**src/design/rws_pkg.sv**
```systemverilog
// ----------------------------------------------------------------------------
// rws_pkg: shared types and constants of the roulette-wheel selector
// Table geometry, arithmetic widths, item codes, controller states and the
// command/status bundles between controller and datapath.
// ----------------------------------------------------------------------------
package rws_pkg;

  localparam int MAX_ENTRIES = 64;
  localparam int RAND_BITS   = 16;

  localparam int IDX_W    = $clog2(MAX_ENTRIES);
  localparam int CNT_W    = IDX_W + 1;          // holds 0..MAX_ENTRIES
  localparam int WEIGHT_W = 6;
  localparam int EFFW_W   = 2 * WEIGHT_W;       // weight squared
  localparam int SUM_W    = EFFW_W + IDX_W;     // sum of all effective weights
  localparam int DICE_W   = SUM_W + RAND_BITS;
  localparam int CFG_W    = 7;                  // entry_count register
  localparam int OUT_IDX_W = 7;                 // selected_index field
  localparam int FUNC_W   = 2;

  localparam logic [FUNC_W-1:0] FUNC_WRITE  = 2'd0;
  localparam logic [FUNC_W-1:0] FUNC_SELECT = 2'd1;
  localparam logic [FUNC_W-1:0] FUNC_CLEAR  = 2'd2;

  typedef enum logic [2:0] {
    ST_IDLE,
    ST_SUM,
    ST_SCALE,
    ST_SEARCH,
    ST_EMIT
  } state_e;

  typedef struct packed {
    logic accept_sel;  // capture select item, restart walk counter
    logic wr_weight;   // write table entry
    logic clr_mask;    // empty exclusion mask
    logic sum_en;      // summing walk
    logic scale_en;    // dice = total * fraction, restart walk
    logic search_en;   // searching walk
    logic emit;        // move result into output register
  } ctrl_cmd_t;

  typedef struct packed {
    logic pass_end;    // walk has issued every entry in use
    logic hit;         // searching walk found the entry this cycle
    logic out_free;    // output register can take a result
  } dp_status_t;

endpackage

```
**src/design/rws_ram.sv**
```systemverilog
// ----------------------------------------------------------------------------
// rws_ram: generic single-write, single-read RAM
// One write port, one read port with registered read data. No reset.
// ----------------------------------------------------------------------------
module rws_ram #(
  parameter int WIDTH = 8,
  parameter int DEPTH = 64
) (
  input  logic                     clk_i,
  input  logic                     we_i,
  input  logic [$clog2(DEPTH)-1:0] waddr_i,
  input  logic [WIDTH-1:0]         wdata_i,
  input  logic [$clog2(DEPTH)-1:0] raddr_i,
  output logic [WIDTH-1:0]         rdata_o
);

  logic [WIDTH-1:0] mem_q [DEPTH];
  logic [WIDTH-1:0] rdata_q;

  always_ff @(posedge clk_i) begin
    if (we_i) begin
      mem_q[waddr_i] <= wdata_i;
    end
    rdata_q <= mem_q[raddr_i];
  end

  assign rdata_o = rdata_q;

endmodule

```
**src/design/rws_ctrl.sv**
```systemverilog
// ----------------------------------------------------------------------------
// rws_ctrl: sequencing controller of the roulette-wheel selector
// Takes items in idle, runs the summing walk, the scaling step and the
// searching walk for a select, then hands the result to the output register.
// ----------------------------------------------------------------------------
module rws_ctrl
  import rws_pkg::*;
(
  input  logic              clk_i,
  input  logic              rst_ni,
  input  logic              in_valid_i,
  input  logic [FUNC_W-1:0] func_i,
  input  dp_status_t        status_i,
  output ctrl_cmd_t         cmd_o,
  output logic              in_stall_o
);

  state_e state_q, state_d;
  logic   accept;

  assign accept = in_valid_i && (state_q == ST_IDLE);

  always_ff @(posedge clk_i or negedge rst_ni) begin
    if (!rst_ni) begin
      state_q <= ST_IDLE;
    end else begin
      state_q <= state_d;
    end
  end

  // next state
  always_comb begin
    state_d = state_q;
    unique case (state_q)
      ST_IDLE: begin
        if (accept && func_i == FUNC_SELECT) state_d = ST_SUM;
      end
      ST_SUM: begin
        if (status_i.pass_end) state_d = ST_SCALE;
      end
      ST_SCALE: begin
        state_d = ST_SEARCH;
      end
      ST_SEARCH: begin
        if (status_i.hit || status_i.pass_end) state_d = ST_EMIT;
      end
      ST_EMIT: begin
        if (status_i.out_free) state_d = ST_IDLE;
      end
      default: state_d = ST_IDLE;
    endcase
  end

  // commands
  always_comb begin
    cmd_o = '0;
    unique case (state_q)
      ST_IDLE: begin
        cmd_o.accept_sel = accept && (func_i == FUNC_SELECT);
        cmd_o.wr_weight  = accept && (func_i == FUNC_WRITE);
        cmd_o.clr_mask   = accept && (func_i == FUNC_CLEAR);
      end
      ST_SUM:    cmd_o.sum_en    = 1'b1;
      ST_SCALE:  cmd_o.scale_en  = 1'b1;
      ST_SEARCH: cmd_o.search_en = 1'b1;
      ST_EMIT:   cmd_o.emit      = status_i.out_free;
      default:   cmd_o = '0;
    endcase
  end

  assign in_stall_o = (state_q != ST_IDLE);

endmodule

```
**src/design/rws_dp.sv**
```systemverilog
// ----------------------------------------------------------------------------
// rws_dp: datapath of the roulette-wheel selector
// Weight RAM, exclusion mask, walk counter, total/floor accumulators, dice
// multiplier, result and output registers.
// ----------------------------------------------------------------------------
module rws_dp
  import rws_pkg::*;
(
  input  logic                 clk_i,
  input  logic                 rst_ni,
  input  ctrl_cmd_t            cmd_i,
  output dp_status_t           status_o,
  input  logic                 cfg_we_i,
  input  logic [CFG_W-1:0]     cfg_data_i,
  input  logic [IDX_W-1:0]     entry_index_i,
  input  logic [WEIGHT_W-1:0]  weight_i,
  input  logic [RAND_BITS-1:0] random_value_i,
  input  logic                 square_weights_i,
  input  logic                 exclude_selected_i,
  input  logic                 out_stall_i,
  output logic                 out_valid_o,
  output logic [OUT_IDX_W-1:0] selected_index_o,
  output logic                 none_found_o
);

  logic [CFG_W-1:0]       count_q;
  logic [CNT_W-1:0]       n_in_use;
  logic [CNT_W-1:0]       cnt_q, cnt_d;
  logic                   issue;
  logic                   pend_q;
  logic [IDX_W-1:0]       pidx_q;
  logic [RAND_BITS-1:0]   rnd_q;
  logic                   sq_q, excl_q;
  logic [MAX_ENTRIES-1:0] mask_q;
  logic [WEIGHT_W-1:0]    rdata;
  logic [EFFW_W-1:0]      w_sq, w_eff;
  logic                   usable;
  logic [SUM_W-1:0]       total_q, floor_q, reach;
  logic [DICE_W-1:0]      dice_q, dice_d;
  logic                   hit;
  logic [OUT_IDX_W-1:0]   res_idx_q;
  logic                   res_nf_q;
  logic                   out_valid_q;
  logic [OUT_IDX_W-1:0]   out_idx_q;
  logic                   out_nf_q;

  // entry_count saturates to the table size
  always_comb begin
    if (int'(count_q) > MAX_ENTRIES) n_in_use = CNT_W'(MAX_ENTRIES);
    else                             n_in_use = CNT_W'(count_q);
  end

  always_ff @(posedge clk_i or negedge rst_ni) begin
    if (!rst_ni) begin
      count_q <= '0;
    end else if (cfg_we_i) begin
      count_q <= cfg_data_i;
    end
  end

  rws_ram #(
    .WIDTH (WEIGHT_W),
    .DEPTH (MAX_ENTRIES)
  ) u_weights (
    .clk_i   (clk_i),
    .we_i    (cmd_i.wr_weight),
    .waddr_i (entry_index_i),
    .wdata_i (weight_i),
    .raddr_i (cnt_q[IDX_W-1:0]),
    .rdata_o (rdata)
  );

  // walk: address issued from cnt_q, data in the next cycle tagged by pidx_q
  assign issue = (cnt_q < n_in_use);

  always_comb begin
    cnt_d = cnt_q;
    if (cmd_i.accept_sel || cmd_i.scale_en) begin
      cnt_d = '0;
    end else if ((cmd_i.sum_en || cmd_i.search_en) && issue) begin
      cnt_d = cnt_q + CNT_W'(1);
    end
  end

  always_ff @(posedge clk_i or negedge rst_ni) begin
    if (!rst_ni) begin
      cnt_q  <= '0;
      pend_q <= 1'b0;
    end else begin
      cnt_q  <= cnt_d;
      pend_q <= (cmd_i.sum_en || cmd_i.search_en) && issue && !hit;
    end
  end

  always_ff @(posedge clk_i) begin
    pidx_q <= cnt_q[IDX_W-1:0];
  end

  assign w_sq   = {{WEIGHT_W{1'b0}}, rdata} * {{WEIGHT_W{1'b0}}, rdata};
  assign w_eff  = sq_q ? w_sq : EFFW_W'(rdata);
  assign usable = pend_q && !mask_q[pidx_q];

  // chosen when total*r <= (floor + w) * 2^RAND_BITS
  assign reach  = floor_q + SUM_W'(w_eff);
  assign hit    = cmd_i.search_en && usable && (dice_q <= {reach, {RAND_BITS{1'b0}}});
  assign dice_d = total_q * rnd_q;

  always_ff @(posedge clk_i) begin
    if (cmd_i.accept_sel) begin
      rnd_q   <= random_value_i;
      sq_q    <= square_weights_i;
      excl_q  <= exclude_selected_i;
      total_q <= '0;
    end else if (cmd_i.sum_en && usable) begin
      total_q <= total_q + SUM_W'(w_eff);
    end
    if (cmd_i.scale_en) begin
      dice_q  <= dice_d;
      floor_q <= '0;
    end else if (cmd_i.search_en && usable) begin
      floor_q <= reach;
    end
    if (cmd_i.search_en && (hit || !issue)) begin
      res_idx_q <= hit ? OUT_IDX_W'(pidx_q) : OUT_IDX_W'(n_in_use);
      res_nf_q  <= !hit;
    end
  end

  always_ff @(posedge clk_i or negedge rst_ni) begin
    if (!rst_ni) begin
      mask_q <= '0;
    end else if (cmd_i.clr_mask) begin
      mask_q <= '0;
    end else if (hit && excl_q) begin
      mask_q[pidx_q] <= 1'b1;
    end
  end

  // output register
  always_ff @(posedge clk_i or negedge rst_ni) begin
    if (!rst_ni) begin
      out_valid_q <= 1'b0;
    end else if (cmd_i.emit) begin
      out_valid_q <= 1'b1;
    end else if (!out_stall_i) begin
      out_valid_q <= 1'b0;
    end
  end

  always_ff @(posedge clk_i) begin
    if (cmd_i.emit) begin
      out_idx_q <= res_idx_q;
      out_nf_q  <= res_nf_q;
    end
  end

  assign status_o.pass_end = !issue;
  assign status_o.hit      = hit;
  assign status_o.out_free = !out_valid_q || !out_stall_i;

  assign out_valid_o      = out_valid_q;
  assign selected_index_o = out_idx_q;
  assign none_found_o     = out_nf_q;

endmodule

```
**src/design/roulette_wheel_select.sv**
```systemverilog
// ----------------------------------------------------------------------------
// roulette_wheel_select: fitness-proportionate selector over a weight table
// Stores 6-bit weights, keeps an exclusion mask and draws one entry per
// select item with probability proportional to its (optionally squared)
// weight among the entries in use that are not excluded.
// ----------------------------------------------------------------------------
// Usage:
//   Input channel (in_valid_i / in_stall_o): an item is taken when valid is
//   high and stall is low. func_i picks a weight write, a select or a clear
//   of the exclusion mask; code 3 is dropped. Only a select gives a result.
//   Output channel (out_valid_o / out_stall_i): one result per select, held
//   in an output register until the receiver drops stall.
//   Configuration (cfg_valid_i / cfg_ready_o / cfg_data_i): writes the
//   entry_count register; always ready, write only while idle.
// Sequencing:
//   Write, clear and unused items are taken in idle and keep the block idle.
//   A select runs the summing walk, the dice multiply, the searching walk,
//   which ends at the first hit or after the last entry in use, and the
//   hand-over of the result. Both walks read the weight RAM through its one
//   read port, one entry per cycle.
//   A pending result does not block the next item; only a finished select
//   waits in its hand-over step while the output register is still full.
// Reset: entry_count is 0, the exclusion mask is empty, no result pending.
//   Table weights are undefined until written.
// ----------------------------------------------------------------------------
module roulette_wheel_select
  import rws_pkg::*;
(
  input  logic                 clk_i,
  input  logic                 rst_ni,
  // configuration
  input  logic                 cfg_valid_i,
  output logic                 cfg_ready_o,
  input  logic [CFG_W-1:0]     cfg_data_i,
  // input items
  input  logic                 in_valid_i,
  output logic                 in_stall_o,
  input  logic [FUNC_W-1:0]    func_i,
  input  logic [IDX_W-1:0]     entry_index_i,
  input  logic [WEIGHT_W-1:0]  weight_i,
  input  logic [RAND_BITS-1:0] random_value_i,
  input  logic                 square_weights_i,
  input  logic                 exclude_selected_i,
  // result items
  output logic                 out_valid_o,
  input  logic                 out_stall_i,
  output logic [OUT_IDX_W-1:0] selected_index_o,
  output logic                 none_found_o
);

  ctrl_cmd_t  cmd;
  dp_status_t status;

  // register write never stalls
  assign cfg_ready_o = 1'b1;

  rws_ctrl u_ctrl (
    .clk_i      (clk_i),
    .rst_ni     (rst_ni),
    .in_valid_i (in_valid_i),
    .func_i     (func_i),
    .status_i   (status),
    .cmd_o      (cmd),
    .in_stall_o (in_stall_o)
  );

  rws_dp u_dp (
    .clk_i              (clk_i),
    .rst_ni             (rst_ni),
    .cmd_i              (cmd),
    .status_o           (status),
    .cfg_we_i           (cfg_valid_i && cfg_ready_o),
    .cfg_data_i         (cfg_data_i),
    .entry_index_i      (entry_index_i),
    .weight_i           (weight_i),
    .random_value_i     (random_value_i),
    .square_weights_i   (square_weights_i),
    .exclude_selected_i (exclude_selected_i),
    .out_stall_i        (out_stall_i),
    .out_valid_o        (out_valid_o),
    .selected_index_o   (selected_index_o),
    .none_found_o       (none_found_o)
  );

endmodule

```
**config.mk**
```make
export PLATFORM = sky130hd
export DESIGN_NAME = roulette_wheel_select
export DESIGN_NICKNAME = d
export VERILOG_FILES = /design/src/design/rws_pkg.sv /design/src/design/rws_ram.sv /design/src/design/rws_ctrl.sv /design/src/design/rws_dp.sv /design/src/design/roulette_wheel_select.sv
export SDC_FILE = /design/constraint.sdc
export NUM_CORES = 1
export LEC_CHECK = 0
export BUFFER_PORTS_ARGS = -buffer_cell sky130_fd_sc_hd__buf_4
export CORE_UTILIZATION = 41
export CTS_CLUSTER_DIAMETER = 50
export DETAILED_ROUTE_END_ITERATION = 10
export SLEW_MARGIN = 20
export SYNTH_ARGS = -nofsm -noshare
export SYNTH_HDL_FRONTEND = slang
export SYNTH_SLANG_ARGS = --single-unit
```
**constraint.sdc**
```tcl
create_clock -name clk_i -period 9.7 [get_ports clk_i]
set_clock_uncertainty 0.05 [all_clocks]
set_input_delay 2.425 -clock clk_i [delete_from_list [all_inputs] [get_ports clk_i]]
set_output_delay 2.425 -clock clk_i [all_outputs]
set_load 0.02 [all_outputs]
```
==> results of run 1 <==
==> layout make-up <==
type                       instances  area [um^2]
sequential                       583        16620
fill                            7282        44450
clock buffer                      77         1745
inverter                         308         1156
clock inverter                    47        549.3
timing repair buffer              72        544.3
tap                             1070         1339
multi-input combinational       1600        16100
==> worst max-delay path, delay by kind of cell, from the launching register on <==
kind | cells | cell delay (ps)
adders and majority gates | 6 | 2420
buffers and inverters | 2 | 370
xor gates and xnor gates | 2 | 260
DFF | 1 | 460
AOI/OAI and AO/OA | 12 | 2300
and+or+nand+nor | 7 | 1870
==> cells by family after synthesis <==
| family | Yosys count | synth area share, % |
|---|---|---|
| and+or+nand+nor | 667 | 9.304 |
| DFF | 583 | 48.31 |
| buffers and inverters | 435 | 4.923 |
| adders and majority gates | 400 | 19.62 |
| AOI/OAI and AO/OA | 304 | 6.346 |
| muxes | 163 | 9.835 |
| xor gates and xnor gates | 65 | 1.656 |
| other | 1 | 0.01091 |
==> layer usage <==
metal | wire [um] | up-vias | part of all wire (%) | GRT usage (%)
met4 | 1640 | 2 | 2.1 | 5.071
li1 | - | 9290 | - | -
met2 | 37970 | 521 | 49 | 31.25
met1 | 33290 | 10715 | 43 | 25.26
met5 | 14 | - | 0.018 | 0
met3 | 3924 | 123 | 5.1 | 2.915
==> registers in the layout, summed over array words and instances (netlist names) <==
signal	count
u_dp.u_weights.mem_q	384
u_dp.mask_q	64
u_dp.dice_q	34
u_dp.floor_q	18
u_dp.total_q	18
u_dp.rnd_q	16
u_dp.cnt_q	7
u_dp.count_q	7
u_dp.res_idx_q	7
u_dp.selected_index_o	7
u_dp.pidx_q	6
u_dp.u_weights.rdata_o	6
u_ctrl.state_q	3
u_dp.excl_q	1
u_dp.none_found_o	1
u_dp.out_valid_o	1
u_dp.pend_q	1
u_dp.res_nf_q	1
u_dp.sq_q	1
==> through the flow <==
stage	instances	setup slack, ps	area, um^2	util [%]
global placement	3633	1756	35750	43.33
finish	3757	1864	38050	46.12
floorplan	2618	2777	34390	-
global route	3757	1329	38050	46.12
CTS	3757	1508	38040	46.11
detailed placement	3633	1524	35750	43.33
==> cells in the mapped netlist (4+ instances only) <==
| master | instances | area [um^2] |
|---|---|---|
| fa_1 | 232 | 4644 |
| a211o_1 | 5 | 43.79 |
| and2_1 | 142 | 888.4 |
| a32o_1 | 64 | 640.6 |
| a31oi_1 | 9 | 56.30 |
| or2_2 | 4 | 25.02 |
| nand2b_1 | 16 | 100.1 |
| buf_4 | 11 | 82.58 |
| a21o_1 | 21 | 157.7 |
| o21ai_0 | 58 | 290.3 |
| nand3b_1 | 13 | 97.59 |
| xor2_1 | 16 | 140.1 |
| mux2_2 | 11 | 123.9 |
| dfrtp_1 | 83 | 2077 |
| inv_1 | 305 | 1145 |
| o21a_1 | 4 | 30.03 |
| and3_1 | 7 | 43.79 |
| or3_1 | 7 | 43.79 |
| nor3_1 | 27 | 135.1 |
| buf_1 | 17 | 63.81 |
| a31o_2 | 7 | 61.31 |
| o21bai_1 | 13 | 97.59 |
| ha_1 | 168 | 2102 |
| o31ai_1 | 6 | 45.04 |
| nor4_1 | 4 | 25.02 |
| o211ai_1 | 10 | 75.07 |
| nor4b_1 | 6 | 52.55 |
| nand3_1 | 29 | 145.1 |
| clkbuf_1 | 89 | 334.1 |
| nor2b_1 | 10 | 62.56 |
| nor2_1 | 133 | 499.2 |
| a21oi_1 | 68 | 340.3 |
| o2111ai_1 | 4 | 35.03 |
| xnor2_1 | 49 | 429.2 |
| buf_2 | 9 | 45.04 |
| mux4_2 | 131 | 2950 |
| nand4_1 | 11 | 68.82 |
| mux2i_1 | 15 | 150.1 |
| edfxtp_1 | 452 | 13570 |
| nand2_1 | 250 | 938.4 |
| dfxtp_1 | 48 | 960.9 |
| o311ai_0 | 4 | 35.03 |
| mux4_1 | 6 | 157.7 |
| a211oi_1 | 10 | 75.07 |
==> worst min-delay path by stage <==
stage,from,to
floorplan,u_dp.cnt_q[0]$_DFFE_PN0P_,u_dp.pidx_q[0]$_DFF_P_
global placement,u_dp.res_idx_q[4]$_DFFE_PP_,u_dp.selected_index_o[4]$_DFFE_PP_
detailed placement,u_dp.res_idx_q[6]$_SDFFCE_PP0P_,u_dp.selected_index_o[6]$_DFFE_PP_
CTS,u_dp.res_idx_q[6]$_SDFFCE_PP0P_,u_dp.selected_index_o[6]$_DFFE_PP_
global route,u_dp.res_idx_q[6]$_SDFFCE_PP0P_,u_dp.selected_index_o[6]$_DFFE_PP_
finish,u_dp.res_idx_q[6]$_SDFFCE_PP0P_,u_dp.selected_index_o[6]$_DFFE_PP_
==> cells in the final DEF (no fill, tap or decap), types with 7 or more instances in the layout <==
cell type / count
or3_1: 7
nand2_1: 249
dfrtp_1: 81
clkbuf_16: 68
nand3_1: 29
nand2b_1: 16
edfxtp_1: 452
o21bai_1: 13
and3_1: 7
clkbuf_1: 8
nor3_1: 27
xnor2_1: 49
nand4_1: 11
fa_1: 232
a21oi_1: 68
a32o_1: 64
ha_1: 168
nor2b_1: 10
a211oi_1: 10
a31o_2: 7
dfxtp_1: 48
inv_1: 304
nand3b_1: 13
nor2_1: 133
mux2i_1: 15
o211ai_1: 10
xor2_1: 16
mux4_2: 131
clkinv_1: 15
a21o_1: 21
clkinv_2: 10
a31oi_1: 9
buf_4: 71
mux2_2: 11
and2_1: 141
o21ai_0: 58
==> summary.md, run 1 <==
| Metric | Value |
|---|---|
| Register area share after synthesis | `roughly half` |
| DPL Wire Length | `roughly 53000 um` |
| Width of the die | `~290 um` |
| Startpoint types | `flop` |
| Clock Tree Buf Depth | `3` |
| Worst setup endpoint | `u_dp.mask_q[1]$_DFFE_PN0P_` |
| Final critical-path share of the clock period | `between 80 and 90%` |
| FF-to-FF path depth | `29` |
| RR Endpoint | `u_dp.mask_q[1]$_DFFE_PN0P_` |
| CTS Buf Count | `roughly 70` |
| Syn_area_per_cell | `between 10 and 15 um^2` |
| HP Class | `flop to flop` |
| Layout cells sized above 1 | `12.73%` |
| Worst-Skew Late Latency | `roughly 640 ps` |
| Worst Tran Pin Value | `between 1000 and 1500 ps` |
| Unrepaired setup endpoints after global routing | `false` |
| GP Congestion | `0.8591` |
| Ys async rst share | `between 10% and 20%` |
| Cts hold-fix bufs | `0` |
| Largest net degree at the start of global routing | `84` |
| Total gr overflow | `0` |
| Synthesized flop and latch total | `583` |
| Final setup TNS | `0 ps` |
| Worst reg2reg path startpoint | `u_dp.u_weights.rdata_o[3]$_DFF_P_` |
| Chip height | `291.6 um` |
| Io pins | `55` |
| Core Box Area | `~0.083 mm^2` |
| WS Path Type | `flop to flop` |
| Final worst path period need | `7836 ps` |
| Critical path endpoint category | `flop` |
| CTS sink cnt | `between 500 and 600` |
| Die ar. | `0.08503 mm^2` |
| Hold Vio Cnt, Final | `0` |
| Setup slack, reg-to-reg | `1860 ps` |
| Primary FF master, synth | `edfxtp_1` |
| Number of flops mapped to enable cells by yosys | `between 400 and 500` |
| Row count | `roughly 110` |
| Root buffer cell | `clkbuf_16` |
| Post-CTS setup buffers | `0` |
| Mapped Cells | `around 2600` |
| Area grow syn2layout | `10.65%` |
| Vias in the first global route | `around 22000` |
| CTS tree | `built` |
| Cell area after synthesis | `about 0.034 mm^2` |
| Initial antenna violation count | `2` |
| Outcome | `completed` |
| Drt drc | `0` |
| Total number of vias | `around 21000` |
| Fin Hold WS | `approximately 370 ps` |
| Via density | `~5.5` |
| Slowest CP cell | `and2_4` |
| Worst hold stages | `0` |
| Initial Util | `41.68%` |
| H-tree Lvls | `3` |
| Synthesis Warnings | `0` |
| Slew margin rel. | `25.94%` |
| Crit path from | `u_dp.u_weights.rdata_o[3]$_DFF_P_` |
| Slew Limit Fails | `0` |
| Final setup fails | `0` |
| Routed wire per std cell | `roughly 20 um` |
| Port Buffers | `53` |
| GRT Overall Usage | `a little under a fifth` |
| Max Fclk | `between 100 and 150 MHz` |
| Syn nets | `roughly 3100` |
| Netlist cell types | `71` |
| Crit Path Max Fanout | `62` |
| Max_cap viols | `0` |
| Req. time, crit path | `~10000 ps` |
| Pre-antenna DRT Iters | `5` |
| First-pass GRT wire length | `approximately 120000 um` |
| Crit path arrival time | `~8300 ps` |
| CTS clock-pin slew for the worst setup and hold paths | `roughly 50 ps` |
| Post-route ant nets | `0` |
| # nets final | `approximately 3100` |
| Post_cts resized | `0` |
| ANT cells | `0` |
| Drt total wl | `between 70000 and 80000 um` |
| Crit-path max cell delay | `700 ps` |
| DR iter-0 viols | `roughly 1300` |
Power of run 1 is not shown: default switching activity piles up to over one toggle a cycle in this logic, so the estimate is an artifact.
==> run 2: changes to the inputs <==
==> constraint.sdc (replaced) <==
create_clock -name clk_i -period 7.6 [get_ports clk_i]
set_clock_uncertainty 0.05 [all_clocks]
set_input_delay 1.9 -clock clk_i [delete_from_list [all_inputs] [get_ports clk_i]]
set_output_delay 1.9 -clock clk_i [all_outputs]
set_load 0.02 [all_outputs]
==> summary.md, run 2 (same netlist as run 1, synthesis figures left out) <==
| Metric | Value |
|---|---|
| Outcome | `completed (unchanged)` |
| DPL Wire Length | `53870 um (was 52580 um)` |
| Util after Layout | `46.11% (was 46.12%)` |
| Initial antenna violation count | `0 (was 2)` |
| Most used cell, CP | `a21oi_1` |
| Layout cells sized above 1 | `13.27% (was 12.73%)` |
| Total gr overflow | `0 (unchanged)` |
| Top reg by flops | `u_dp.u_weights.mem_q (unchanged)` |
| # nets final | `3088 (was 3077)` |
| Layout fillers | `7282 (unchanged)` |
| DR iter-0 viols | `1362 (was 1332)` |
| Crit path arrival time | `7430 ps (was 8330 ps)` |
| Final worst path period need | `7215 ps (was 7836 ps)` |
| ANT cells | `0 (unchanged)` |
| Largest net degree at the start of global routing | `84 (unchanged)` |
| Crit Path Max Fanout | `9 (was 62)` |
| Max_cap viols | `0 (unchanged)` |
| Final critical-path share of the clock period | `94.93% (was 80.78%)` |
| Total number of vias | `20732 (was 20651)` |
| Via density | `5.502 (was 5.497)` |
| HP Class | `flop to flop (unchanged)` |
| Register area | `0.01662 mm^2 (unchanged)` |
| Pre-antenna DRT Iters | `5 (unchanged)` |
| GP Congestion | `0.8331 (was 0.8591)` |
| WS Path Type | `flop to flop (unchanged)` |
| Worst-Skew Late Latency | `620 ps (was 640 ps)` |
| CTS Buf Count | `68 (unchanged)` |
| Slowest CP cell | `fa_1 (was and2_4)` |
| Core Box Area | `0.08250 mm^2 (unchanged)` |
| Family with the most delay on the worst path | `adder cells (unchanged)` |
| Routed wire per std cell | `20.60 um (was 20.45 um)` |
| Top flop regs | `u_dp.u_weights.mem_q x384, u_dp.mask_q x64, u_dp.dice_q x34 (unchanged)` |
| Area grow syn2layout | `10.63% (was 10.65%)` |
| Worst Tran Pin Value | `1123 ps (was 1102 ps)` |
| Commonest non-fill, non-tap cell in the layout | `edfxtp_1 (unchanged)` |
| Multi-input gate area | `0.01611 mm^2 (was 0.01610 mm^2)` |
| Die ar. | `0.08503 mm^2 (unchanged)` |
| Final setup TNS | `0 ps (unchanged)` |
| Largest register FFs | `384 (unchanged)` |
| CTS tree | `built (unchanged)` |
| Row count | `105 (unchanged)` |
| Cts hold-fix bufs | `0 (unchanged)` |
| Root buffer cell | `clkbuf_16 (unchanged)` |
| Slew Limit Fails | `0 (unchanged)` |
| Width of the die | `291.6 um (unchanged)` |
| Req. time, crit path | `7820 ps (was 10190 ps)` |
| Io pins | `55 (unchanged)` |
| Unrepaired setup endpoints after global routing | `false (unchanged)` |
| CTS sink cnt | `583 (unchanged)` |
| Crit-path max cell delay | `550 ps (was 700 ps)` |
| Port Buffers | `53 (unchanged)` |
| Slew margin rel. | `24.52% (was 25.94%)` |
| Bufs and invs on worst path | `2 (unchanged)` |
| Max Fclk | `138.6 MHz (was 127.6 MHz)` |
| First-pass GRT wire length | `126000 um (was 124900 um)` |
| Critical path endpoint category | `flop (unchanged)` |
| Hold Vio Cnt, Final | `0 (unchanged)` |
| Vias in the first global route | `22311 (was 22072)` |
| GRT Overall Usage | `18.85% (was 18.66%)` |
| H-tree Lvls | `3 (unchanged)` |
| Initial Util | `41.68% (unchanged)` |
| Post-route ant nets | `0 (unchanged)` |
| Final setup fails | `0 (unchanged)` |
| Drt drc | `0 (unchanged)` |
| Drt total wl | `77610 um (was 76840 um)` |
| Clock Tree Buf Depth | `3 (unchanged)` |
| CTS clock-pin slew for the worst setup and hold paths | `60 ps (was 50 ps)` |
| Most frequent cells in the layout | `edfxtp_1 (452), inv_1 (304), nand2_1 (249), fa_1 (232), ha_1 (168) (unchanged)` |
| Startpoint types | `flop (unchanged)` |
| Chip height | `291.6 um (unchanged)` |
==> run 2: what timing repair did <==
item,CTS,global route
buffers inserted,0,1
gates resized for setup,0,4
endpoints found under the setup margin,0,72
==> run 2: area by class of cell <==
type | count | share of cell area, %
clock buffers | 77 | 4.614
clock inverters | 47 | 1.115
inverters | 308 | 3.039
multi-input cells | 1600 | 42.35
flip-flops and latches | 583 | 43.68
well taps | 1070 | 3.519
repair buffers | 83 | 1.681
==> run 2: worst register-to-register path: cells and delay by family, from the launching register on <==
kind | cells | cell delay [ps]
compound gates | 12 | 2040
buf+inv | 2 | 210
flops | 1 | 450
xor+xnor | 2 | 210
simple gates | 7 | 1460
fa+ha+maj | 6 | 2490
==> run 2: stage by stage <==
stage	instances	worst slack, ps	instance area [um^2]	hold WS [ps]
final	3768	385.2	38040	373.4
after global routing	3768	8.680	38040	389.8
after CTS	3767	329.5	38010	373.2
after detailed placement	3643	367.5	35830	359.3
after global placement	3643	479.6	35830	366.0
after floorplan	2618	676.6	34390	321.6
==> run 2: metal layers <==
layer	routed length [um]	GRT usage (%)
met4	1523	4.685
met5	0	0
met1	33690	25.33
met2	38550	31.85
met3	3850	3.067
==> run 2: final timing paths <==
check                                                  startpoint                                 end  slack, ps  depth (start not counted)
worst max-delay path            u_dp.u_weights.rdata_o[3]$_DFF_P_             u_dp.res_nf_q$_DFFE_PP_        390                         29
worst min-delay path                  u_dp.res_idx_q[1]$_DFFE_PP_  u_dp.selected_index_o[1]$_DFFE_PP_        370                          0
worst max register to register  u_dp.u_weights.rdata_o[3]$_DFF_P_             u_dp.res_nf_q$_DFFE_PP_        390                         29
worst min register to register        u_dp.res_idx_q[1]$_DFFE_PP_  u_dp.selected_index_o[1]$_DFFE_PP_        370                          0
max in group asynchronous                                  rst_ni           u_dp.cnt_q[1]$_DFFE_PN0P_       5620                          1
min in group asynchronous                                  rst_ni         u_dp.count_q[5]$_DFFE_PN0P_       1290                          1
Power of run 2 is left out for the same reason.
